File: config.mk
export PLATFORM = sky130hd
export DESIGN_NAME = tlb_page_table_translator
export DESIGN_NICKNAME = d
export VERILOG_FILES = /design/src/design/tlbpt_pkg.sv /design/src/design/tlb_page_table_translator.sv /design/src/design/tlbpt_ram.sv /design/src/design/tlbpt_cell.sv
export SDC_FILE = /design/constraint.sdc
export NUM_CORES = 2
export LEC_CHECK = 0
export ABC_CLOCK_PERIOD_IN_PS = 14300
export BUFFER_PORTS_ARGS = -buffer_cell sky130_fd_sc_hd__buf_2
export CAP_MARGIN = 30
export CORE_ASPECT_RATIO = 0.6
export CORE_MARGIN = 2
export CORE_UTILIZATION = 63
export DETAILED_ROUTE_END_ITERATION = 6
export PLACE_DENSITY = 0.79
export SYNTH_ARGS = -nofsm -noshare
export SYNTH_HDL_FRONTEND = slang
export SYNTH_SLANG_ARGS = --single-unit
File: constraint.sdc
create_clock -name clk -period 14.3 [get_ports clk]
set_input_delay 0.715 -clock clk [delete_from_list [all_inputs] [get_ports clk]]
set_output_delay 0.715 -clock clk [all_outputs]
set_load 0.1 [all_outputs]
File: src/design/tlbpt_pkg.sv
// Shared types and constants for the TLB page table translator.
`default_nettype none

package tlbpt_pkg;

	localparam int ADDR_W     = 16;
	localparam int PAGE_W     = 8;
	localparam int OFFSET_W   = 8;
	localparam int FRAME_W    = 8;
	localparam int FREE_W     = 9;
	localparam int COUNT_W    = 24;
	localparam int PAGE_COUNT = 256;

	localparam logic [COUNT_W-1:0] COUNT_MAX = {COUNT_W{1'b1}};

	typedef logic [PAGE_W-1:0]   page_t;
	typedef logic [FRAME_W-1:0]  frame_t;
	typedef logic [OFFSET_W-1:0] offset_t;
	typedef logic [COUNT_W-1:0]  count_t;

	typedef struct packed {
		logic   valid;
		page_t  page;
		frame_t frame;
	} tlb_entry_t;

	typedef struct packed {
		logic   hit;
		frame_t frame;
	} tlb_link_t;

	typedef enum logic [1:0] {
		ST_IDLE,
		ST_LOOK,
		ST_TABLE
	} state_t;

endpackage

`default_nettype wire

File: src/design/tlb_page_table_translator.sv
// Top level of the TLB page table translator.
//
//   channel   direction  handshake             payload
//   input     in         in_valid / in_stall   virtual_address
//   output    out        out_valid / out_stall physical_address, tlb_hit, page_fault,
//                                              hit_count, fault_count, access_count
//
// One address at a time: a TLB hit goes through accept and the parallel compare over the
// cell chain; a miss adds a state for the registered page table RAM read.
// Reset clears TLB and page table valid bits at once; no clearing pass is needed.
// A finished result waits in the output register; a stalled output holds the
// block before it completes the next transfer.
`default_nettype none

module tlb_page_table_translator #(
	parameter int TLB_ENTRIES = 16
) (
	input  wire logic                    clk,
	input  wire logic                    arst_n,
	input  wire logic                    in_valid,
	output logic                         in_stall,
	input  wire logic [15:0]             virtual_address,
	output logic                         out_valid,
	input  wire logic                    out_stall,
	output logic [15:0]                  physical_address,
	output logic                         tlb_hit,
	output logic                         page_fault,
	output logic [23:0]                  hit_count,
	output logic [23:0]                  fault_count,
	output logic [23:0]                  access_count
);

	import tlbpt_pkg::*;

	state_t state_q, state_d;

	page_t   page_q;
	offset_t offset_q;

	logic [PAGE_COUNT-1:0] tv_q;
	logic [FREE_W-1:0]     free_q;
	count_t                hits_q, faults_q, accesses_q;

	logic                  out_valid_q;
	logic [ADDR_W-1:0]     phys_q;
	logic                  hit_q, fault_q;

	logic       out_free;
	logic       finish;
	logic       miss_done;
	logic       accept;
	tlb_link_t  chain_link [TLB_ENTRIES+1];
	tlb_entry_t chain_entry [TLB_ENTRIES];
	tlb_entry_t new_entry;
	frame_t     ram_rdata;
	logic       tbl_valid;
	frame_t     fin_frame;
	logic       fin_fault;

	assign out_free = !out_valid_q || !out_stall;
	assign accept   = in_valid && (state_q == ST_IDLE);
	assign in_stall = (state_q != ST_IDLE);

	assign tbl_valid = tv_q[page_q];

	assign chain_link[0] = '0;

	assign new_entry.valid = 1'b1;
	assign new_entry.page  = page_q;
	assign new_entry.frame = fin_frame;

	for (genvar i = 0; i < TLB_ENTRIES; i++) begin : g_cell
		tlbpt_cell u_cell (
			.clk         (clk),
			.arst_n      (arst_n),
			.shift_en    (miss_done),
			.entry_in    ((i == 0) ? new_entry : chain_entry[(i == 0) ? 0 : i-1]),
			.lookup_page (page_q),
			.link_in     (chain_link[i]),
			.entry_out   (chain_entry[i]),
			.link_out    (chain_link[i+1])
		);
	end

	tlbpt_ram #(
		.WIDTH (FRAME_W),
		.DEPTH (PAGE_COUNT)
	) u_table (
		.clk   (clk),
		.we    (miss_done && fin_fault),
		.waddr (page_q),
		.wdata (fin_frame),
		.raddr (page_q),
		.rdata (ram_rdata)
	);

	always_comb begin
		state_d = state_q;
		unique case (state_q)
			ST_IDLE: begin
				if (in_valid) begin
					state_d = ST_LOOK;
				end
			end
			ST_LOOK: begin
				if (!chain_link[TLB_ENTRIES].hit) begin
					state_d = ST_TABLE;
				end else if (out_free) begin
					state_d = ST_IDLE;
				end
			end
			ST_TABLE: begin
				if (out_free) begin
					state_d = ST_IDLE;
				end
			end
			default: state_d = ST_IDLE;
		endcase
	end

	always_comb begin
		finish    = 1'b0;
		miss_done = 1'b0;
		fin_fault = 1'b0;
		fin_frame = chain_link[TLB_ENTRIES].frame;
		unique case (state_q)
			ST_IDLE: begin
				finish = 1'b0;
			end
			ST_LOOK: begin
				finish = chain_link[TLB_ENTRIES].hit && out_free;
			end
			ST_TABLE: begin
				finish    = out_free;
				miss_done = out_free;
				fin_fault = !tbl_valid;
				fin_frame = tbl_valid ? ram_rdata : free_q[FRAME_W-1:0];
			end
			default: finish = 1'b0;
		endcase
	end

	always_ff @(posedge clk or negedge arst_n) begin
		if (!arst_n) begin
			state_q     <= ST_IDLE;
			out_valid_q <= 1'b0;
			tv_q        <= '0;
			free_q      <= '0;
			hits_q      <= '0;
			faults_q    <= '0;
			accesses_q  <= '0;
		end else begin
			state_q <= state_d;
			if (finish) begin
				out_valid_q <= 1'b1;
				if (accesses_q != COUNT_MAX) begin
					accesses_q <= accesses_q + 1'b1;
				end
				if (!miss_done && hits_q != COUNT_MAX) begin
					hits_q <= hits_q + 1'b1;
				end
			end else if (!out_stall) begin
				out_valid_q <= 1'b0;
			end
			if (miss_done && fin_fault) begin
				tv_q[page_q] <= 1'b1;
				free_q       <= free_q + 1'b1;
				if (faults_q != COUNT_MAX) begin
					faults_q <= faults_q + 1'b1;
				end
			end
		end
	end

	always_ff @(posedge clk) begin
		if (accept) begin
			page_q   <= virtual_address[ADDR_W-1:OFFSET_W];
			offset_q <= virtual_address[OFFSET_W-1:0];
		end
		if (finish) begin
			phys_q  <= {fin_frame, offset_q};
			hit_q   <= !miss_done;
			fault_q <= fin_fault;
		end
	end

	assign out_valid        = out_valid_q;
	assign physical_address = phys_q;
	assign tlb_hit          = hit_q;
	assign page_fault       = fault_q;
	assign hit_count        = hits_q;
	assign fault_count      = faults_q;
	assign access_count     = accesses_q;

endmodule

`default_nettype wire

File: src/design/tlbpt_ram.sv
// Generic single-port-write, registered-read RAM.
`default_nettype none

module tlbpt_ram #(
	parameter int WIDTH = 8,
	parameter int DEPTH = 256,
	parameter int AW    = (DEPTH > 1) ? $clog2(DEPTH) : 1
) (
	input  wire logic             clk,
	input  wire logic             we,
	input  wire logic [AW-1:0]    waddr,
	input  wire logic [WIDTH-1:0] wdata,
	input  wire logic [AW-1:0]    raddr,
	output logic      [WIDTH-1:0] rdata
);

	logic [WIDTH-1:0] mem_q [DEPTH];

	always_ff @(posedge clk) begin
		if (we) begin
			mem_q[waddr] <= wdata;
		end
		rdata <= mem_q[raddr];
	end

endmodule

`default_nettype wire

File: src/design/tlbpt_cell.sv
// One TLB entry cell: holds an entry, compares it, shifts it to its neighbor.
`default_nettype none

module tlbpt_cell (
	input  wire logic                  clk,
	input  wire logic                  arst_n,
	input  wire logic                  shift_en,
	input  wire tlbpt_pkg::tlb_entry_t entry_in,
	input  wire tlbpt_pkg::page_t      lookup_page,
	input  wire tlbpt_pkg::tlb_link_t  link_in,
	output tlbpt_pkg::tlb_entry_t      entry_out,
	output tlbpt_pkg::tlb_link_t       link_out
);

	import tlbpt_pkg::*;

	logic   valid_q;
	page_t  page_q;
	frame_t frame_q;
	logic   match;

	always_ff @(posedge clk or negedge arst_n) begin
		if (!arst_n) begin
			valid_q <= 1'b0;
		end else if (shift_en) begin
			valid_q <= entry_in.valid;
		end
	end

	always_ff @(posedge clk) begin
		if (shift_en) begin
			page_q  <= entry_in.page;
			frame_q <= entry_in.frame;
		end
	end

	assign match = valid_q && (page_q == lookup_page);

	always_comb begin
		entry_out.valid = valid_q;
		entry_out.page  = page_q;
		entry_out.frame = frame_q;
		if (link_in.hit) begin
			link_out = link_in;
		end else begin
			link_out.hit   = match;
			link_out.frame = frame_q;
		end
	end

endmodule

`default_nettype wire

==> metrics.cfg <==
[drt]
post_drt_wl_per_cell_um = 36.1
viasPerCell = 7.10
vias = 56200
antenna_left = 0
firstDrtPassIters = 7
wl_mm = 286
drc = 393
drt_iter0_markers = 10300

[pwr]
power_mw = 20.5
leakage_nw = 40.2
p_per_area_nw_per_um2 = 174
peakVddDrop_mv = 0.239

[global_route]
grt_max_degree = 259
grt_pass1_vias = 54700
grt_overflow = 0
grtUsageTotal_pct = 33.6
antenna_found_initial = 22
grt_pass1_wl_mm = 405

[final_layout]
nets = 5497
syn_to_final_growth_pct = 11.4
final_cells = 7915
drive_above_1_share_pct = 30.2
fill_cells = 9365

[cts]
cts_resized = 0
cts_root_buf = clkbuf_16
cts.sinks = 2701
cts_buffer_depth = 4
insertion_delay_ns = 0.89
clkTransAtPathRegs_ns = 0.07
cts_made_buffers = 226
h-tree-depth = 4
cts_tree = built
post_cts_buffers = 0
postCtsHoldBufs = 14

[timing]
finalCritPeriodShare_pct = 53.2
final.min_clock_period_ns = 7.61
clock-skew-final_ns = 0.0653
rsz0062_at_grt = false
worst_pin_slew_ns = 1.35
fmax_mhz = 131
slew_violations = 0
setup_tns_ns = 0
finalSetupViolations = 0
hold_viol = 0
relSlewSlack_pct = 10.0

[logic_synthesis]
async_flop_share_pct = 13.1
synth_mux_area_share_pct = 16.1
ys_seq_area_share_pct = 75.1
synthTopCellsByCount = edfxtp_1 (2338), mux4_2 (725), dfrtp_1 (355), nor2_1 (313), or2_2 (245)
ys.flop_type = edfxtp_1
yosys.area_share.adder_pct = 0.0948
ys_ff_latch = 2701
syn-cell-area_um2 = 106000
synth_edf_count = 2338
synthTopCellsByArea = edfxtp_1 (66%), mux4_2 (15%), dfrtp_1 (8.4%), or2_2 (1.5%), xnor2_1 (1.2%)
yosys.cell_types.count = 66
syn_area_per_cell_um2 = 20.6
yosysMostFrequentCell = edfxtp_1
synth_xor_area_share_pct = 1.69
syn-num-nets = 5163
synth_top_family_by_area = multiplexers
yosys_warnings = 0
yosys.area.top_type = edfxtp_1
synth_compound_area_share_pct = 1.18
synth_top_area_share_pct = 66.5
synth-simple-area-share_pct = 4.53
netlist_instances = 5135

[critical_path]
arrival_ns = 8.24
crit_path_top_delay_cell = o21ai_0
cpPeakStageDelay_ns = 0.88
start_kind = flip-flop
reg2reg_depth = 14
r2r_slack_ns = 6.69
r2r-end = u_table.mem_q[60][5]$_DFFE_PP_
crit_chain = buf_16 > buf_12 > buf_12 > mux4_2 > a22o_1 > o21ai_0 > a32o_1 > o211ai_1 > buf_4 > o21ai_0 > a221o_4 > buf_4 > buf_4 > buf_16
critPathRequiredTime_ns = 14.93
crit_type = flip-flop to flip-flop
path_common_cell = buf_4
worstPathMaxFanout = 96
crit-reg2reg-launch = page_q[0]$_DFFE_PP_
crit_family = buffers and inverters
end_kind = flip-flop
path_buf_inv = 7

[hold_path]
hold_end = offset_q[2]$_DFFE_PP_
hold_class = input port to flip-flop
hold_depth = 1
worstHoldStart = virtual_address[2]

[placed_design]
gp_congestion = 0.925
dp.final_hpwl_mm = 170
placed_cells = 7422
port_buffers = 111

[die]
die_w_um = 533
core_um2 = 167000
io_pins = 112
row_count = 116
die_area_um2 = 171000
fp.dieH_um = 321
start_util_pct = 63.4

[run_status]
status = complete, but fails checks
violations = design-rule violations

[flow_run]
max_cap_violations = 0

==> placed cells by master, fill, tap and decap left out, types with 8 or more instances in the layout <==
cell / instances
a21oi_1: 28
a22oi_1: 31
and2_1: 14
and3_1: 23
buf_12: 17
buf_16: 11
buf_2: 110
buf_4: 184
buf_6: 24
bufinv_16: 12
clkbuf_1: 42
clkbuf_16: 234
clkbuf_8: 39
clkinv_1: 25
clkinv_2: 50
dfrtp_1: 355
dfxtp_1: 8
diode_2: 21
dlygate4sd3_1: 14
edfxtp_1: 2338
ha_1: 8
inv_1: 20
mux2_2: 22
mux2i_1: 46
mux4_2: 725
nand2_1: 153
nand2b_1: 11
nand3_1: 67
nand4_1: 32
nor2_1: 312
nor2b_1: 9
nor3_1: 38
nor4_1: 14
o211ai_1: 11
o21ai_0: 44
or2_1: 12
or2_2: 245
xnor2_1: 149
xor2_1: 55
==> layout make-up <==
cell class / instances / area, µm² / share of cell area (%)
diodes: 21 / 52.6 / 0.0447
clock buffers: 312 / 6510 / 5.53
clock inverters: 99 / 822 / 0.699
inverters: 21 / 86.3 / 0.0734
multi-input cells: 2152 / 25100 / 21.3
flip-flops and latches: 2701 / 79300 / 67.4
well taps: 2242 / 2810 / 2.38
repair buffers: 367 / 3070 / 2.61
==> logic make-up after synthesis <==
family	Yosys count
AO/OA/AOI/OAI	184
XOR/XNOR	204
buffers and inverters	282
AND/OR/NAND/NOR	963
flip-flops	2701
adder cells (fa/ha/maj)	8
multiplexers	793
==> per-stage QoR <==
| stage | instance area [µm²] | setup slack (ns) | hold slack [ns] | util (%) |
|---|---|---|---|---|
| floorplan | 106000 | 3.18 | 0.400 | - |
| global placement | 109000 | 6.39 | 0.400 | 65.2 |
| detailed placement | 110000 | 6.17 | 0.407 | 65.7 |
| CTS | 117000 | 6.10 | 0.00315 | 70.2 |
| global route | 118000 | 6.44 | 0.0231 | 70.6 |
| finish | 118000 | 6.69 | 0.0499 | 70.6 |
==> power breakdown <==
group          total [mW]  internal, mW  switching, mW
Combinational        3.99          1.20           2.80
Sequential           10.3          10.0          0.222
Clock                6.24          3.40           2.84
Total                20.5          14.6           5.86
==> layer usage <==
layer  up-vias  track usage [%]  wire [µm]  share of wire (%)
li1      21300                -          -                  -
met1     29300             49.3     105000                 37
met2      4919             46.8     124000                 43
met3       684             14.4      47100                 16
met4        32             9.07       9290                3.3
met5         -             1.68        674               0.24
==> flip-flops by register name, summed over array words and instances (netlist names), 24 cells and up <==
| register | count |
|---|---|
| access_count | 24 |
| fault_count | 24 |
| g_cell.u_cell.frame_q | 128 |
| g_cell.u_cell.page_q | 128 |
| hit_count | 24 |
| tv_q | 256 |
| u_table.mem_q | 2048 |
==> worst register-to-register path: cells and delay by family (launching register included) <==
| family | cells | cell delay (ns) |
|---|---|---|
| AOI/OAI and AO/OA | 6 | 2.76 |
| DFF | 1 | 0.46 |
| buffers and inverters | 7 | 3.43 |
| muxes | 1 | 0.65 |
==> worst max path at each step <==
stage                   startpoint                                     to  depth (start not counted)
6_report       page_q[0]$_DFFE_PP_         u_table.mem_q[60][5]$_DFFE_PP_                         14
4_1_cts        page_q[0]$_DFFE_PP_         u_table.mem_q[59][1]$_DFFE_PP_                         12
5_1_grt        page_q[0]$_DFFE_PP_         u_table.mem_q[60][5]$_DFFE_PP_                         14
2_1_floorplan  page_q[0]$_DFFE_PP_  g_cell[0].u_cell.frame_q[6]$_DFFE_PP_                         12
3_3_place_gp   page_q[0]$_DFFE_PP_         u_table.mem_q[52][1]$_DFFE_PP_                         12
3_5_place_dp   page_q[0]$_DFFE_PP_         u_table.mem_q[62][1]$_DFFE_PP_                         12
Note: power is estimated with default switching activity, not from simulation.
